### src/rtl/pcbrc_pkg.sv
// Shared types, constants and codes for the per-class batch range cache.
`timescale 1ns / 1ps

package pcbrc_pkg;

    // Sizing
    localparam int NUM_CLASSES = 64;
    localparam int MAX_BATCHES = 64;

    localparam int CLS_W  = (NUM_CLASSES > 1) ? $clog2(NUM_CLASSES) : 1;
    localparam int BAT_W  = $clog2(MAX_BATCHES);
    localparam int SLOT_W = CLS_W + BAT_W;

    // Field widths
    localparam int CLSIDX_W = 8;
    localparam int ADDR_W   = 48;
    localparam int CNT_W    = 12;
    localparam int HGT_W    = 7;
    localparam int TOT_W    = 18;
    localparam int CFG_W    = 8;
    localparam int CFGIDX_W = 2;

    localparam logic [TOT_W-1:0] TOTAL_MAX = {TOT_W{1'b1}};

    // Tier capacities, limited to the stack depth
    localparam int CAP0 = (64 < MAX_BATCHES) ? 64 : MAX_BATCHES;
    localparam int CAP1 = (32 < MAX_BATCHES) ? 32 : MAX_BATCHES;
    localparam int CAP2 = (16 < MAX_BATCHES) ? 16 : MAX_BATCHES;
    localparam int CAP3 = (8 < MAX_BATCHES) ? 8 : MAX_BATCHES;

    // Configuration register indexes
    localparam logic [CFGIDX_W-1:0] CFG_UPTO_64   = 2'd0;
    localparam logic [CFGIDX_W-1:0] CFG_UPTO_256  = 2'd1;
    localparam logic [CFGIDX_W-1:0] CFG_UPTO_1024 = 2'd2;

    typedef enum logic [1:0] {
        CMD_FETCH   = 2'd0,
        CMD_RELEASE = 2'd1,
        CMD_DRAIN   = 2'd2
    } t_cmd;

    typedef enum logic [2:0] {
        ST_HIT       = 3'd0,
        ST_FETCH_FWD = 3'd1,
        ST_STORED    = 3'd2,
        ST_REL_FWD   = 3'd3,
        ST_DRAINED   = 3'd4,
        ST_EMPTY     = 3'd5,
        ST_REJECT    = 3'd6
    } t_status;

    // One stored batch
    typedef struct packed {
        logic [ADDR_W-1:0] first;
        logic [ADDR_W-1:0] last;
        logic [CNT_W-1:0]  count;
    } t_batch;

    // Per-class counters
    typedef struct packed {
        logic [HGT_W-1:0] height;
        logic [TOT_W-1:0] total;
    } t_class;

    // One result word
    typedef struct packed {
        t_status           status;
        logic [ADDR_W-1:0] first;
        logic [ADDR_W-1:0] last;
        logic [CNT_W-1:0]  count;
        logic [CNT_W-1:0]  want;
        logic [HGT_W-1:0]  held_b;
        logic [TOT_W-1:0]  held_o;
        logic              final_r;
    } t_result;

endpackage

### src/rtl/pcbrc_class_ram.sv
// Per-class counter memory with reset-cleared valid bits and registered read.
`timescale 1ns / 1ps

module pcbrc_class_ram (
    input  logic                   i_clk,
    input  logic                   i_rst_n,
    input  logic                   i_rd_en,
    input  logic [pcbrc_pkg::CLS_W-1:0] i_rd_addr,
    output pcbrc_pkg::t_class      o_rd_data,
    input  logic                   i_wr_en,
    input  logic [pcbrc_pkg::CLS_W-1:0] i_wr_addr,
    input  pcbrc_pkg::t_class      i_wr_data
);
    import pcbrc_pkg::*;

    t_class                 r_mem [NUM_CLASSES];
    logic [NUM_CLASSES-1:0] r_valid;
    t_class                 r_rd_data;

    // Valid bits: an entry never written reads as zero
    always_ff @(posedge i_clk) begin
        if (!i_rst_n) begin
            r_valid <= '0;
        end else if (i_wr_en) begin
            r_valid[i_wr_addr] <= 1'b1;
        end
    end

    // Storage and registered read; read data holds between reads
    always_ff @(posedge i_clk) begin
        if (i_wr_en) begin
            r_mem[i_wr_addr] <= i_wr_data;
        end
        if (i_rd_en) begin
            r_rd_data <= r_valid[i_rd_addr] ? r_mem[i_rd_addr] : '0;
        end
    end

    assign o_rd_data = r_rd_data;

endmodule

### config.mk
export PLATFORM = sky130hd
export DESIGN_NAME = pcbrc_class_ram
export DESIGN_NICKNAME = d
export VERILOG_FILES = /design/src/rtl/pcbrc_pkg.sv /design/src/rtl/pcbrc_class_ram.sv
export SDC_FILE = /design/constraint.sdc
export NUM_CORES = 1
export LEC_CHECK = 0
export ABC_CLOCK_PERIOD_IN_PS = 5750
export BUFFER_PORTS_ARGS = -buffer_cell sky130_fd_sc_hd__buf_4
export CAP_MARGIN = 20
export CORE_ASPECT_RATIO = 0.8
export CORE_MARGIN = 2
export CORE_UTILIZATION = 60
export DETAILED_ROUTE_END_ITERATION = 6
export GPL_ROUTABILITY_DRIVEN = 0
export HOLD_SLACK_MARGIN = 0.12
export PLACE_DENSITY_LB_ADDON = 0.1
export SLEW_MARGIN = 20
export SYNTH_ARGS = -nofsm -noshare
export SYNTH_HDL_FRONTEND = slang
export SYNTH_SLANG_ARGS = --single-unit
### constraint.sdc
create_clock -name i_clk -period 5.75 [get_ports i_clk]
set_clock_uncertainty 0.1 [all_clocks]
set_input_delay 0.575 -clock i_clk [delete_from_list [all_inputs] [get_ports i_clk]]
set_output_delay 0.575 -clock i_clk [all_outputs]
set_load 0.005 [all_outputs]
Word-level counts from Yosys, hierarchy flattened

Memory sizes are Yosys's and may differ from the RTL's. A register that Yosys moved wholly into a read port is not among the register bits.
Index checks and enable logic that the tools add are counted.

Magnitude comparators: 3
Muxes and demuxes: 6
Bitwise logic cells: 1
Reductions and logical operators: 2

Operators by type and width:

| operator                                                    | number |
|---|---|
| bitwise OR 64 bit                                           | 1 |
| less-than comparator 6 x 7 -> 1 bit (second input constant) | 2 |
| binary-select mux 1 bit (select 6 bit)                      | 1 |
| demux 1 bit (select 6 bit)                                  | 1 |
| >= comparator 6 x 1 -> 1 bit (second input constant)        | 1 |
| 2-to-1 mux 1 bit                                            | 4 |
| logical AND 1 bit                                           | 1 |
| zero test 1 bit                                             | 1 |

Logic and storage cells: 14
Bits of input ports: 41
Memories: 1
Memory bits (writable): 1600
Bits in registers: 64

Memory list:

| memory | words | width | read ports | clocked after memory_dff | write ports | line                  | source |
|---|---|---|---|---|---|---|---|
| r_mem  | 64    | 25    | 1          | 1                        | 1           | pcbrc_class_ram.sv:16 | `t_class r_mem [NUM_CLASSES];` |

Depth between registers and ports, before layout

Depth in word-level cells: 5
Depth in mapped cells: 9
Gate-level depth less buffers: 5

Worst setup path before layout

Ideal clock, no wire load.

Path kind: input -> register
Start: in i_wr_en
End: mem r_mem[48][0] in the netlist's numbering (enable)
Cell stages on the path: 3
Slack: 2370 ps
Buffers on the path: 0
Data required time: 5209 ps
Data arrival time: 2839 ps
Path through: nor2b_1 > nand3_1 > nor3_1

Longest elaborated chain between the ends: 2

Ends and longest elaborated chain:

| element                                | line                  | source |
|---|---|---|
| from (decl)                            | pcbrc_class_ram.sv:10 | `input logic i_wr_en,` |
| 2-to-1 mux 1 bit                       | pcbrc_class_ram.sv:31 | `if (i_wr_en) begin` |
| 2-to-1 mux 1 bit (not written as such) | pcbrc_class_ram.sv:32 | `r_mem[i_wr_addr] <= i_wr_data;` |
| to (decl)                              | pcbrc_class_ram.sv:16 |  |

Every way passes these cells.

Worst setup path in the final report

Start: in i_rd_addr[1] in the netlist's numbering
End: reg, netlist name o_rd_data[12]

Longest elaborated chain between the ends: 3

Ends and longest elaborated chain:

| element                                | line                  | source |
|---|---|---|
| from (decl)                            | pcbrc_class_ram.sv:8  | `input logic [pcbrc_pkg::CLS_W-1:0] i_rd_addr,` |
| binary-select mux 1 bit (select 6 bit) | pcbrc_class_ram.sv:35 | `r_rd_data <= r_valid[i_rd_addr] ? r_mem[i_rd_addr] : '0;` |
| 2-to-1 mux 1 bit (not written as such) | pcbrc_class_ram.sv:35 |  |
| zero test 1 bit (no line)              | --                    |  |

Parallel ways exist; a longest one is shown, timed or not. The select of a mux whose other input is x is not followed.
A chain may end at the register's enable or synchronous reset.

==> results.tsv <==
stage	metric	value	unit
floorplan	row cnt	107	
synthesis	top cell type's share of synthesized area	76.04	%
critical_path	worst path bufs/invs	2	
finish	Layout Nets	3172	
timing	setup_tns	0	ns
power	switch share	20.93	%
power	combinational group share of total power	4.9	%
synthesis	mux share of post-synthesis cell area	14.54	%
clock_network	cts hold-fix bufs	1	
synthesis	count of cell types in the netlist	35	
synthesis	Post-Synth Simple-Gate Area	1.349	%
floorplan	CORE AREA	0.1063	sq mm
detailed_routing	Initial DRC Count	4838	
power	clock power share	40.7	%
synthesis	Mapped Avg Cell Area	21.64	sq um
grt	first-pass GRT wire length	227.2	mm
critical_path	Critical Path Max Stage Delay	0.80	ns
timing	RSZ-0062 raised after global routing	false	
synthesis	register area share after synthesis	78.03	%
detailed_routing	vias per cell	6.841	
synthesis	syn_nets	3006	
finish	Layout area overhead	12.00	%
grt	vias in the first global route	31040	
synthesis	Synth top cells by count	edfxtp_1, mux4_2, a22oi_1	
floorplan	die area	0.1096	sq mm
placed_design	Cells after DPL	4387	
floorplan	num ports	66	
clock_network	number of CTS-inserted buffers	158	
grt	initial antenna violation count	7	
critical_path	CP Data Arrival Time	3.87	ns
synthesis	yosys warns	0	
synthesis	Netlist Area Pre-Place	0.06417	sq mm
power	NetSw	5.233	mW
clock_network	Clock Tree Buf Depth	3	
synthesis	Synth area leader	edfxtp_1	
grt	gr usage total	29.87	%
placed_design	hpwl dp	87.72	mm
critical_path	Critical Path RT	6.15	ns
synthesis	Top FF cell, synth	edfxtp_1	
timing	Rel. slew slack	29.63	%
synthesis	main combinational cell family by area after synthesis	multiplexers	
critical_path	Startpoint Class	input port	
critical_path	CP max-delay cell	buf_4	
synthesis	largest cells by area after synthesis	edfxtp_1, mux4_2, dfxtp_1	
clock_network	CTS clk-pin slew, worst paths	0.06	ns
clock_network	post-CTS setup buffers	0	
synthesis	post-synthesis adder-cell area fraction	0	%
critical_path	crit path cell chain	buf_8 > buf_4 > mux4_2 > a22oi_1 > a21oi_1 > a21oi_1 > a21oi_1	
detailed_routing	post-route ant nets	0	
power	Leak	22.62	nW
finish	share of layout cells above drive strength 1	27.83	%
detailed_routing	DR vias	32040	
grt	largest net degree at the start of global routing	81	
floorplan	DIE HEIGHT	296.5	um
timing	setup-violating endpoint count in the final report	0	
detailed_routing	routed len/inst	34.22	um
outcome	status	complete, no violations	
critical_path	most frequent CP cell	a21oi_1	
timing	Final period util	60.47	%
critical_path	Crit Path Category	input port to register	
power	Seq pwr share	54.4	%
critical_path	highest net fanout along the worst path	66	
power	internal power	19.76	mW
synthesis	Synth Area in XOR/XNOR	0	%
critical_path	crit end category	register	
floorplan	Die X	369.6	um
detailed_routing	Residual DRC	0	
synthesis	Post-synth ARST share	0	%
clock_network	Clk Latency, worst-skew pair	0.78	ns
synthesis	EDFF count, synth	1625	
floorplan	Initial Utilization	60.37	%
timing	Tmin final	3.477	ns
detailed_routing	final wirelength	160.3	mm
power	ratio of total power to cell area	347.8	mW/mm^2
power	Final Power	25.00	mW
synthesis	most common cell in the synthesized netlist	edfxtp_1	
critical_path	Worst path top cell family by delay	compound AO/OA/AOI/OAI gates	
clock_network	clk sinks	1689	
timing	f_max	0.2876	GHz
power	VDD IR max	0.3401	mV
finish	Layout Cells excl Fill	4684	
flow_run	# Max-Cap Violations	0	
synthesis	post-synthesis register bit count	1689	
min_path	Hold WC Path Type	input port to register	
synthesis	Cells after Synth	2965	
clock_network	Root Driver	clkbuf_16	
clock_network	post_cts resized	0	
timing	worst-margin pin slew	1.051	ns
timing	final hold violation count	0	
synthesis	Compound-Gate Fraction of Synth Area	4.818	%
placed_design	Port Buffer Count	65	
grt	grt ovf	0	
clock_network	CTS H-tree depth	4	
detailed_routing	Detailed Routing Iterations Pass 1	6	
timing	Slew Limit Fails	0	
clock_network	TritonCTS clock tree	built	
==> layer usage <==
layer,vias up,share of wire [%],global-route usage [%]
met5,-,0.021,0
met4,6,2.0,6.970
met3,198,12,7.474
met2,1889,45,43.43
met1,17070,41,46.48
li1,12880,-,-
==> final timing paths <==
kind	from	end	slack [ns]	cells past startpoint
worst max-delay path	i_rd_addr[1]	o_rd_data[12]$_SDFFCE_PN0P_	2.27	7
worst min-delay path	i_rst_n	r_valid[53]$_SDFFE_PN0P_	0.27	2
worst max register to register	r_valid[19]$_SDFFE_PN0P_	o_rd_data[12]$_SDFFCE_PN0P_	2.59	6
worst min register to register	r_valid[14]$_SDFFE_PN0P_	r_valid[14]$_SDFFE_PN0P_	0.36	1
==> placed cells by master, fill, tap and decap left out, drive strengths merged, types with 25 or more instances in the layout <==
cell	Yosys	routed
edfxtp	1625	1625
mux4	366	366
clkbuf	92	210
buf	86	183
a22oi	158	158
nand2	107	107
a21oi	101	101
clkinv	0	69
o21a	64	64
dfxtp	64	64
nor2	63	63
mux2i	50	50
mux2	50	50
a221o	25	25
o221ai	25	25
o22ai	25	25
a211oi	25	25
==> sequential cells by signal (all words and copies together) (netlist names) <==
signal / count
o_rd_data: 25
r_mem: 1600
r_valid: 64
==> kinds of logic after synthesis <==
kind of cell / after synthesis
flops: 1689
mux: 466
compound gates: 426
simple gates: 206
buf+inv: 178
==> through the flow <==
stage | setup slack [ns] | util, % | hold WS, ns | cell area, sq um
floorplan | 2.370 | - | 0.3324 | 64170
global placement | 1.530 | 62.86 | 0.3383 | 66820
detailed placement | 1.499 | 62.86 | 0.3466 | 66820
CTS | 2.324 | 67.61 | 0.2276 | 71870
global route | 2.149 | 67.61 | 0.2711 | 71870
finish | 2.273 | 67.62 | 0.2692 | 71880
==> layout make-up <==
| cell class | instances | area, sq um |
|---|---|---|
| tap | 1417 | 1773 |
| timing repair buffer | 184 | 1474 |
| clock inverter | 85 | 638.1 |
| multi-input combinational | 1098 | 13510 |
| clock buffer | 210 | 4404 |
| antenna | 1 | 2.502 |
| fill | 6683 | 34420 |
| sequential | 1689 | 50080 |
==> worst register-to-register path: cells and delay by family (launching register included) <==
| family | cells | cell delay [ns] |
|---|---|---|
| DFF | 1 | 0.31 |
| AOI/OAI and AO/OA | 3 | 0.78 |
| muxes | 1 | 0.45 |
| buffers and inverters | 1 | 0.48 |
| and+or+nand+nor | 1 | 0.77 |
==> power by group through the flow <==
stage	Clock [mW]	Sequential [mW]	Combinational, mW
3_3_place_gp	0	13.8	1.20
5_1_grt	10.7	13.6	1.30
4_1_cts	10.3	13.6	1.23
3_5_place_dp	0	13.9	1.23
2_1_floorplan	0	13.8	0.645
6_report	10.2	13.6	1.23
(Power assumes the default switching activity.)
